==> src/rtl/generations_ca_cell_rule_engine_assert.svh <==
`ifndef GENERATIONS_CA_CELL_RULE_ENGINE_ASSERT_SVH
`define GENERATIONS_CA_CELL_RULE_ENGINE_ASSERT_SVH

// Same-cycle implication, sampled on clk and disabled while arst_n is low.
`define GCRE_ASSERT_NOW(label, ante, cons, msg) \
	label: assert property (@(posedge clk) disable iff (!arst_n) (ante) |-> (cons)) \
		else $error(msg);

// Next-cycle implication, sampled on clk and disabled while arst_n is low.
`define GCRE_ASSERT_NEXT(label, ante, cons, msg) \
	label: assert property (@(posedge clk) disable iff (!arst_n) (ante) |=> (cons)) \
		else $error(msg);

`endif

==> src/rtl/gcre_pkg.sv <==
`default_nettype none

package gcre_pkg;

	localparam int TBL_DEPTH = 512;
	localparam int TBL_AW    = 9;
	localparam int TBL_WIDTH = 1;
	localparam int DONE_W    = 18;

	localparam logic [8:0] CENTER_BIT = 9'h010;
	localparam logic [8:0] MIRROR_XOR = 9'h1ef;
	localparam logic [8:0] NS_RESET   = 9'd3;
	localparam logic [8:0] MASK_RESET = 9'd511;

	typedef enum logic [1:0] {
		CMD_CLEAR  = 2'd0,
		CMD_COUNT  = 2'd1,
		CMD_LETTER = 2'd2,
		CMD_EVAL   = 2'd3
	} cmd_t;

	typedef enum logic {
		CFG_NUM_STATES    = 1'b0,
		CFG_NEIGHBOR_MASK = 1'b1
	} cfg_idx_t;

	typedef enum logic [1:0] {
		ST_CLEAR,
		ST_IDLE,
		ST_TOTAL,
		ST_LETTER
	} fsm_t;

	localparam logic [8:0] ISO_C1 [2]  = '{9'd1, 9'd2};
	localparam logic [8:0] ISO_C2 [6]  = '{9'd5, 9'd10, 9'd3, 9'd40, 9'd33, 9'd68};
	localparam logic [8:0] ISO_C3 [10] = '{9'd69, 9'd42, 9'd11, 9'd7, 9'd98, 9'd13, 9'd14,
		9'd70, 9'd41, 9'd97};
	localparam logic [8:0] ISO_C4 [13] = '{9'd325, 9'd170, 9'd15, 9'd45, 9'd99, 9'd71,
		9'd106, 9'd102, 9'd43, 9'd101, 9'd105, 9'd78, 9'd108};
	localparam logic [3:0] ISO_LEN [4] = '{4'd2, 4'd6, 4'd10, 4'd13};

	function automatic logic [3:0] pop9(input logic [8:0] v);
		logic [3:0] n;
		n = '0;
		for (int k = 0; k < 9; k++) begin
			n = n + {3'b000, v[k]};
		end
		return n;
	endfunction

	function automatic logic [8:0] turn_right(input logic [8:0] x);
		return {x[2], x[5], x[8], x[1], x[4], x[7], x[0], x[3], x[6]};
	endfunction

	function automatic logic [8:0] mirror_rows(input logic [8:0] x);
		return {x[2:0], x[5:3], x[8:6]};
	endfunction

	// Base pattern of a letter for a row of the letter table; zero where the letter is absent.
	function automatic logic [8:0] iso_base(input logic [1:0] row, input logic [3:0] letter);
		logic [8:0] r;
		r = '0;
		case (row)
			2'd0: if (letter < 4'd2) r = ISO_C1[letter[0]];
			2'd1: if (letter < 4'd6) r = ISO_C2[letter[2:0]];
			2'd2: if (letter < 4'd10) r = ISO_C3[letter];
			default: if (letter < 4'd13) r = ISO_C4[letter];
		endcase
		return r;
	endfunction

endpackage

`default_nettype wire

==> src/rtl/gcre_ram.sv <==
`default_nettype none

module gcre_ram #(
	parameter int WIDTH = 1,
	parameter int DEPTH = 512
) (
	input  wire logic                     clk,
	input  wire logic                     we,
	input  wire logic [$clog2(DEPTH)-1:0] waddr,
	input  wire logic [WIDTH-1:0]         wdata,
	input  wire logic                     re,
	input  wire logic [$clog2(DEPTH)-1:0] raddr,
	output logic      [WIDTH-1:0]         rdata
);

	logic [WIDTH-1:0] mem_q [DEPTH];

	always_ff @(posedge clk) begin
		if (we) begin
			mem_q[waddr] <= wdata;
		end
		if (re) begin
			rdata <= mem_q[raddr];
		end
	end

endmodule

`default_nettype wire

==> src/rtl/generations_ca_cell_rule_engine.sv <==
// Channel | Dir | Handshake           | Word
// cmd     | in  | cmd_valid/cmd_stall | command, center_state, neighbor_alive, count,
//         |     |                     | survival, letter, positive
// res     | out | res_valid/res_stall | next_state, bad_letter
// cfg     | in  | cfg_we              | cfg_index, cfg_data
//
// Evaluate words are taken one per cycle unless the block is busy or res_stall backs up;
// each result passes through the lookup stage and the output register. A clear word sweeps
// the whole rule table, and a new count or an isotropic letter writes its entries; the table
// memory has a single write port. After reset the table is swept to zero with cmd_stall high.
// res_stall holds the output register; one further word waits in the lookup stage.
`default_nettype none
`include "generations_ca_cell_rule_engine_assert.svh"

module generations_ca_cell_rule_engine (
	input  wire logic       clk,
	input  wire logic       arst_n,
	input  wire logic       cmd_valid,
	output logic            cmd_stall,
	input  wire logic [1:0] command,
	input  wire logic [7:0] center_state,
	input  wire logic [7:0] neighbor_alive,
	input  wire logic [3:0] count,
	input  wire logic       survival,
	input  wire logic [3:0] letter,
	input  wire logic       positive,
	output logic            res_valid,
	input  wire logic       res_stall,
	output logic      [7:0] next_state,
	output logic            bad_letter,
	input  wire logic       cfg_we,
	input  wire logic       cfg_index,
	input  wire logic [8:0] cfg_data
);

	import gcre_pkg::*;

	fsm_t state_q, state_nxt;

	logic [8:0] num_states_q;
	logic [8:0] mask_q;
	logic [8:0] sweep_q;
	logic [8:0] sweep_mask_q;
	logic [3:0] value_q;
	logic       surv_q;
	logic       pos_q;
	logic [8:0] pat_q;
	logic [DONE_W-1:0] done_q;

	logic       valid_s1;
	logic       eval_s1;
	logic       bad_s1;
	logic [7:0] center_s1;

	logic       res_valid_q;
	logic [7:0] next_state_q;
	logic       bad_letter_q;

	logic                 ram_we;
	logic [TBL_AW-1:0]    ram_waddr;
	logic [TBL_WIDTH-1:0] ram_wdata;
	logic                 ram_re;
	logic [TBL_AW-1:0]    ram_raddr;
	logic [TBL_WIDTH-1:0] ram_rdata;

	cmd_t       cmd;
	logic       accept;
	logic       adv;
	logic       sweep_last;
	logic       cnt_small;
	logic       cnt_mid;
	logic       is_total;
	logic [4:0] done_idx;
	logic       start_total;
	logic [2:0] row_raw;
	logic       mirrored;
	logic [1:0] row;
	logic       letter_bad;
	logic       letter_ok;
	logic       cmd_bad;
	logic [8:0] letter_pat;
	logic [8:0] sweep_pat;
	logic [8:0] aged;
	logic       hit;
	logic       ages;
	logic [7:0] next_s1;

	assign cmd = cmd_t'(command);

	// Output register advances when empty or being taken; the lookup stage feeds it.
	assign adv       = valid_s1 && (!res_valid_q || !res_stall);
	assign cmd_stall = !(state_q == ST_IDLE && (!valid_s1 || adv));
	assign accept    = cmd_valid && !cmd_stall;

	// Command decode.
	assign cnt_small = count <= 4'd8;
	assign cnt_mid   = count != 4'd0 && count < 4'd8;
	assign is_total  = (cmd == CMD_COUNT && cnt_small) ||
		(cmd == CMD_LETTER && (count == 4'd0 || count == 4'd8));
	assign done_idx  = 5'(count) + (survival ? 5'd9 : 5'd0);
	assign start_total = is_total && !done_q[done_idx];

	// Counts five to seven reuse the rows of three down to one with the pattern inverted.
	assign row_raw    = 3'(count - 4'd1);
	assign mirrored   = row_raw > 3'd3;
	assign row        = mirrored ? 2'(3'd6 - row_raw) : row_raw[1:0];
	assign letter_bad = letter >= ISO_LEN[row];
	assign letter_ok  = cmd == CMD_LETTER && cnt_mid && !letter_bad;
	assign cmd_bad    = cmd == CMD_LETTER && (!cnt_small || (cnt_mid && letter_bad));
	assign letter_pat = (iso_base(row, letter) ^ (mirrored ? MIRROR_XOR : 9'd0)) |
		(survival ? CENTER_BIT : 9'd0);

	assign sweep_pat = {sweep_q[7:4], 1'b0, sweep_q[3:0]};

	always_comb begin
		unique case (state_q)
			ST_CLEAR:  sweep_last = sweep_q == 9'd511;
			ST_TOTAL:  sweep_last = sweep_q[7:0] == 8'd255;
			ST_LETTER: sweep_last = sweep_q[2:0] == 3'd7;
			default:   sweep_last = 1'b0;
		endcase
	end

	// Next state.
	always_comb begin
		state_nxt = state_q;
		unique case (state_q)
			ST_IDLE: begin
				if (accept) begin
					if (cmd == CMD_CLEAR) begin
						state_nxt = ST_CLEAR;
					end else if (start_total) begin
						state_nxt = ST_TOTAL;
					end else if (letter_ok) begin
						state_nxt = ST_LETTER;
					end
				end
			end
			ST_CLEAR, ST_TOTAL, ST_LETTER: begin
				if (sweep_last) begin
					state_nxt = ST_IDLE;
				end
			end
			default: state_nxt = ST_IDLE;
		endcase
	end

	// Table write port per state.
	always_comb begin
		ram_we    = 1'b0;
		ram_waddr = sweep_q;
		ram_wdata = '0;
		unique case (state_q)
			ST_CLEAR: begin
				ram_we = 1'b1;
			end
			ST_TOTAL: begin
				ram_we    = pop9(sweep_pat & sweep_mask_q) == value_q;
				ram_waddr = {sweep_q[7:4], surv_q, sweep_q[3:0]};
				ram_wdata = 1'b1;
			end
			ST_LETTER: begin
				ram_we    = 1'b1;
				ram_waddr = pat_q;
				ram_wdata = pos_q;
			end
			default: ram_we = 1'b0;
		endcase
	end

	assign ram_re    = accept && cmd == CMD_EVAL;
	assign ram_raddr = {neighbor_alive[7:4], center_state == 8'd1, neighbor_alive[3:0]};

	gcre_ram #(
		.WIDTH(TBL_WIDTH),
		.DEPTH(TBL_DEPTH)
	) u_table (
		.clk  (clk),
		.we   (ram_we),
		.waddr(ram_waddr),
		.wdata(ram_wdata),
		.re   (ram_re),
		.raddr(ram_raddr),
		.rdata(ram_rdata)
	);

	always_ff @(posedge clk or negedge arst_n) begin
		if (!arst_n) begin
			state_q      <= ST_CLEAR;
			sweep_q      <= '0;
			done_q       <= '0;
			num_states_q <= NS_RESET;
			mask_q       <= MASK_RESET;
		end else begin
			state_q <= state_nxt;
			if (state_q != ST_IDLE) begin
				sweep_q <= sweep_q + 9'd1;
			end else begin
				sweep_q <= '0;
			end
			if (accept) begin
				if (cmd == CMD_CLEAR) begin
					done_q <= '0;
				end else if (start_total || letter_ok) begin
					done_q[done_idx] <= 1'b1;
				end
			end
			if (cfg_we) begin
				unique case (cfg_idx_t'(cfg_index))
					CFG_NUM_STATES:    num_states_q <= cfg_data;
					CFG_NEIGHBOR_MASK: mask_q       <= cfg_data;
				endcase
			end
		end
	end

	// Sweep operands; the mask is captured so that a later register write cannot disturb a sweep.
	always_ff @(posedge clk) begin
		if (accept) begin
			sweep_mask_q <= mask_q;
			value_q      <= count;
			surv_q       <= survival;
			pos_q        <= positive;
			pat_q        <= letter_pat;
		end else if (state_q == ST_LETTER) begin
			if (sweep_q[1:0] == 2'd3) begin
				pat_q <= mirror_rows(turn_right(pat_q));
			end else begin
				pat_q <= turn_right(pat_q);
			end
		end
	end

	// Lookup stage.
	always_ff @(posedge clk or negedge arst_n) begin
		if (!arst_n) begin
			valid_s1 <= 1'b0;
		end else if (accept) begin
			valid_s1 <= 1'b1;
		end else if (adv) begin
			valid_s1 <= 1'b0;
		end
	end

	always_ff @(posedge clk) begin
		if (accept) begin
			eval_s1   <= cmd == CMD_EVAL;
			bad_s1    <= cmd_bad;
			center_s1 <= center_state;
		end
	end

	assign aged = {1'b0, center_s1} + 9'd1;
	assign hit  = center_s1 <= 8'd1 && ram_rdata[0];
	assign ages = center_s1 != 8'd0 && aged < num_states_q && center_s1 != 8'd255;

	always_comb begin
		if (!eval_s1) begin
			next_s1 = 8'd0;
		end else if (hit) begin
			next_s1 = 8'd1;
		end else if (ages) begin
			next_s1 = aged[7:0];
		end else begin
			next_s1 = 8'd0;
		end
	end

	// Output register.
	always_ff @(posedge clk or negedge arst_n) begin
		if (!arst_n) begin
			res_valid_q <= 1'b0;
		end else if (adv) begin
			res_valid_q <= 1'b1;
		end else if (!res_stall) begin
			res_valid_q <= 1'b0;
		end
	end

	always_ff @(posedge clk) begin
		if (adv) begin
			next_state_q <= next_s1;
			bad_letter_q <= bad_s1 && !eval_s1;
		end
	end

	assign res_valid  = res_valid_q;
	assign next_state = next_state_q;
	assign bad_letter = bad_letter_q;

	`GCRE_ASSERT_NOW(a_no_rw_overlap, ram_re, !ram_we, "table read overlaps a table write")
	`GCRE_ASSERT_NEXT(a_clear_done, accept && cmd == CMD_CLEAR, done_q == '0,
		"done bits not cleared by a clear word")
	`GCRE_ASSERT_NEXT(a_bad_idle, accept && cmd_bad, state_q == ST_IDLE,
		"rejected letter started a table sweep")
	`GCRE_ASSERT_NEXT(a_s1_hold, valid_s1 && !adv, valid_s1 && $stable(center_s1),
		"lookup stage lost its word while blocked")

endmodule

`default_nettype wire

==> config.mk <==
export PLATFORM = sky130hd
export DESIGN_NAME = generations_ca_cell_rule_engine
export DESIGN_NICKNAME = d
export VERILOG_FILES = /design/src/rtl/gcre_pkg.sv /design/src/rtl/gcre_ram.sv /design/src/rtl/generations_ca_cell_rule_engine.sv
export VERILOG_INCLUDE_DIRS = /design/src /design/src/rtl
export SDC_FILE = /design/constraint.sdc
export NUM_CORES = 1
export LEC_CHECK = 0
export BUFFER_PORTS_ARGS = -buffer_cell sky130_fd_sc_hd__buf_2
export CAP_MARGIN = 0
export CELL_PAD_IN_SITES_DETAIL_PLACEMENT = 1
export CELL_PAD_IN_SITES_GLOBAL_PLACEMENT = 1
export CORE_UTILIZATION = 45
export CTS_BUF_LIST = sky130_fd_sc_hd__clkbuf_16
export DETAILED_ROUTE_END_ITERATION = 10
export PLACE_DENSITY = 0.73
export SLEW_MARGIN = 20
export SYNTH_ARGS = -nofsm -noshare
export SYNTH_HDL_FRONTEND = slang
export SYNTH_SLANG_ARGS = --single-unit
==> constraint.sdc <==
create_clock -name clk -period 27.5 [get_ports clk]
set_clock_uncertainty 0.1 [all_clocks]
set_input_delay 1.375 -clock clk [delete_from_list [all_inputs] [get_ports clk]]
set_output_delay 1.375 -clock clk [all_outputs]
set_load 0.02 [all_outputs]
==> out/results.ini <==
[global_route]
grt_pass1_wl_microns = 108700
overflow = 0
grt_pass1_vias = 18262
grt_start_max_net_pins = 305
gr-usage-all-layers = 0.2294
antenna_found_initial = 0

[yosys]
ys_types = 75
yosysSeqAreaShare = 0.6443
syn_area_sq_um = 27750
synth_area_per_cell_sq_um = 13.41
synth-async-reset-ratio = 0.07960
syn_nets = 2153
ys.flop_type = edfxtp_1
syn_inst = 2070
ys_warn_count = 0
ys_ff_latch = 603
synth_edf_count = 555

[placed_design]
port_buffers = 53
dp_hpwl_microns = 41530
place_congestion = 0.8262

[hold_path]
hold_start = done_q[12]$_DFFE_PN0P_
hold_path_end = done_q[12]$_DFFE_PN0P_
hp-class = flop to flop
hold_depth = 2

[sta]
relSlewSlack = 0.1888
period_minus_slack_ns = 6.547
setup_viol = 0
max_freq_mhz = 152.7
worst_pin_slew_ns = 1.212
hold_viol = 0
fin_crit_sh = 0.2381
tns_ns = 0
rsz0062_at_grt = false
slew_violations = 0
hold_slack_ns = 0.3809

[cells_and_area]
layout_commonest_cell = edfxtp_1
final_cell_mix = 555 x edfxtp_1, 552 x nor2_1, 116 x nand2_1
nets = 2140
area_delta_synth_final_pct = 9.847
antenna_cells = 0
layout-drive-gt1-share = 0.1475

[worst_setup_path]
crit_required_ns = 27.68
critical_path.max_fanout = 32
setup.worst_path.start_class = flop
slowest_stage = nand2_2
slowest_delay_ns = 0.95
rr_startpoint = sweep_q[0]$_DFF_PN0_
cp_num_buf_inv = 3
rrSetupSlack_ns = 20.95
cpLargestDelayFamily = simple AND/OR/NAND/NOR gates
crit_path_frequent_cell = fa_1
crit_start = sweep_q[0]$_DFF_PN0_
worstPathArrival_ns = 6.73
r2r_end = u_table.mem_q[132]$_DFFE_PP_
crit_type = flop to flop
r2r_cells = 16
crit_chain = and2_1, fa_1, inv_1, fa_1, inv_1, fa_1, ha_1, inv_1, fa_1, xnor2_1, nor3_1, a31oi_1, o41a_1, nor4_1, nand2_2, nor2_1
end_kind = flop

[clock_tree]
clkTransAtPathRegs_ns = 0.06
clock_path_buffers = 3
cts_sinks = 603
clock_latency_ns = 0.60
root_buffer = clkbuf_16
cts_buffers = 66
cts_htree_levels = 3
cts_resized = 0
postCtsSetupRepairBufs = 0
postCtsHoldBufs = 0
cts_tree = built

[route]
wl_per_cell_microns = 24.45
num_vias = 17176
vias_per_cell = 5.943
postRouteWirelength_microns = 70670
drt_pass1_iterations = 5
detail_route.iter0.violations = 1460
drtAntennaViolNets = 0
drc = 0

[outcome]
status = finished clean

[floorplan]
die_w_microns = 250.3
rows = 90
die_area_sq_um = 62670
coreArea_sq_um = 60700
die_y_microns = 250.3
start_util = 0.4572
ios = 54

[power_and_ir_drop]
p_leak_nw = 8.531
peakVddDrop_mv = 0.03861
power_density_nw_per_um2 = 61.63

[run]
cap_viol_max_count = 0

state kept, by name, indices dropped and copies added (netlist names):
register and flops:
pos_q 1, res_valid 1, surv_q 1, eval_s1 1, sweep_q 9, sweep_mask_q 8
mask_q 8, num_states_q 9, next_state 8, pat_q 9, u_table.rdata 1, bad_letter 1
bad_s1 1, u_table.mem_q 512, center_s1 8, valid_s1 1, state_q 2, value_q 4
done_q 18
worst max-delay path by stage:
| stage | end | slack, ns | cells past startpoint |
|---|---|---|---|
| 6_report | u_table.mem_q[132]$_DFFE_PP_ | 20.95 | 16 |
| 5_1_grt | u_table.mem_q[312]$_DFFE_PP_ | 20.63 | 16 |
| 4_1_cts | u_table.mem_q[379]$_DFFE_PP_ | 21.10 | 16 |
| 3_5_place_dp | u_table.mem_q[379]$_DFFE_PP_ | 21.22 | 16 |
| 3_3_place_gp | u_table.mem_q[139]$_DFFE_PP_ | 21.46 | 16 |
| 2_1_floorplan | u_table.mem_q[0]$_DFFE_PP_ | 18.83 | 5 |
cell usage after synthesis (18+ instances only):
library cell | count | share of area
inv_1 | 39 | 0.0053
o21ai_0 | 48 | 0.0087
ha_1 | 36 | 0.016
nand2_1 | 133 | 0.018
a22oi_1 | 24 | 0.0065
mux4_1 | 20 | 0.019
dfrtp_1 | 38 | 0.034
nor2_1 | 553 | 0.075
buf_2 | 19 | 0.0034
a21oi_1 | 26 | 0.0047
nand3_1 | 27 | 0.0049
nand2b_1 | 18 | 0.0041
mux4_2 | 105 | 0.085
clkbuf_1 | 114 | 0.015
edfxtp_1 | 555 | 0.60
o22ai_1 | 20 | 0.0045
mux2i_1 | 23 | 0.0083
worst register-to-register path: cells and delay by family, from the launching register on:
family,cells,cell delay [ns]
AO/OA/AOI/OAI,2,0.47
XOR/XNOR,1,0.17
adder cells (fa/ha/maj),5,2.20
buffers and inverters,3,0.19
flip-flops,1,0.46
AND/OR/NAND/NOR,5,2.63
logic make-up after synthesis:
family | synth area share
mux | 0.1193
buf+inv | 0.03079
compound gates | 0.05252
fa+ha+maj | 0.01912
xor+xnor | 0.007890
simple gates | 0.1261
flops | 0.6443
metrics by stage:
step	instance area (sq um)	utilization	power [mW]	std cells	setup slack, ns
6_report	30480	0.5022	1.879	2890	20.95
5_1_grt	30480	0.5022	1.934	2890	20.63
4_1_cts	30440	0.5014	1.892	2889	21.10
3_5_place_dp	28460	0.4690	1.084	2770	21.22
3_3_place_gp	28460	0.4690	1.082	2770	21.46
2_1_floorplan	27750	-	1.062	2070	18.83
layout make-up:
type	instances	area [sq um]
clock inverter	50	244.0
fill	5996	30210
multi-input combinational	1278	9084
timing repair buffer	67	417.9
tap	782	978.4
sequential	603	17880
inverter	41	153.9
clock buffer	69	1727
where the power goes:
group	internal [mW]	leakage [nW]	switching, mW
Clock	0.462	1.04	0.353
Combinational	0.0262	2.96	0.0435
Sequential	0.993	4.54	0.00134
metal layers:
layer  global-route usage  vias up  wire [microns]
met5                    0        -               0
li1                     -     7608               -
met4              0.07537        0            1604
met1               0.2964     8994           29310
met3              0.03242      106            3456
met2               0.3981      468           36300
(Power assumes the default switching activity.)
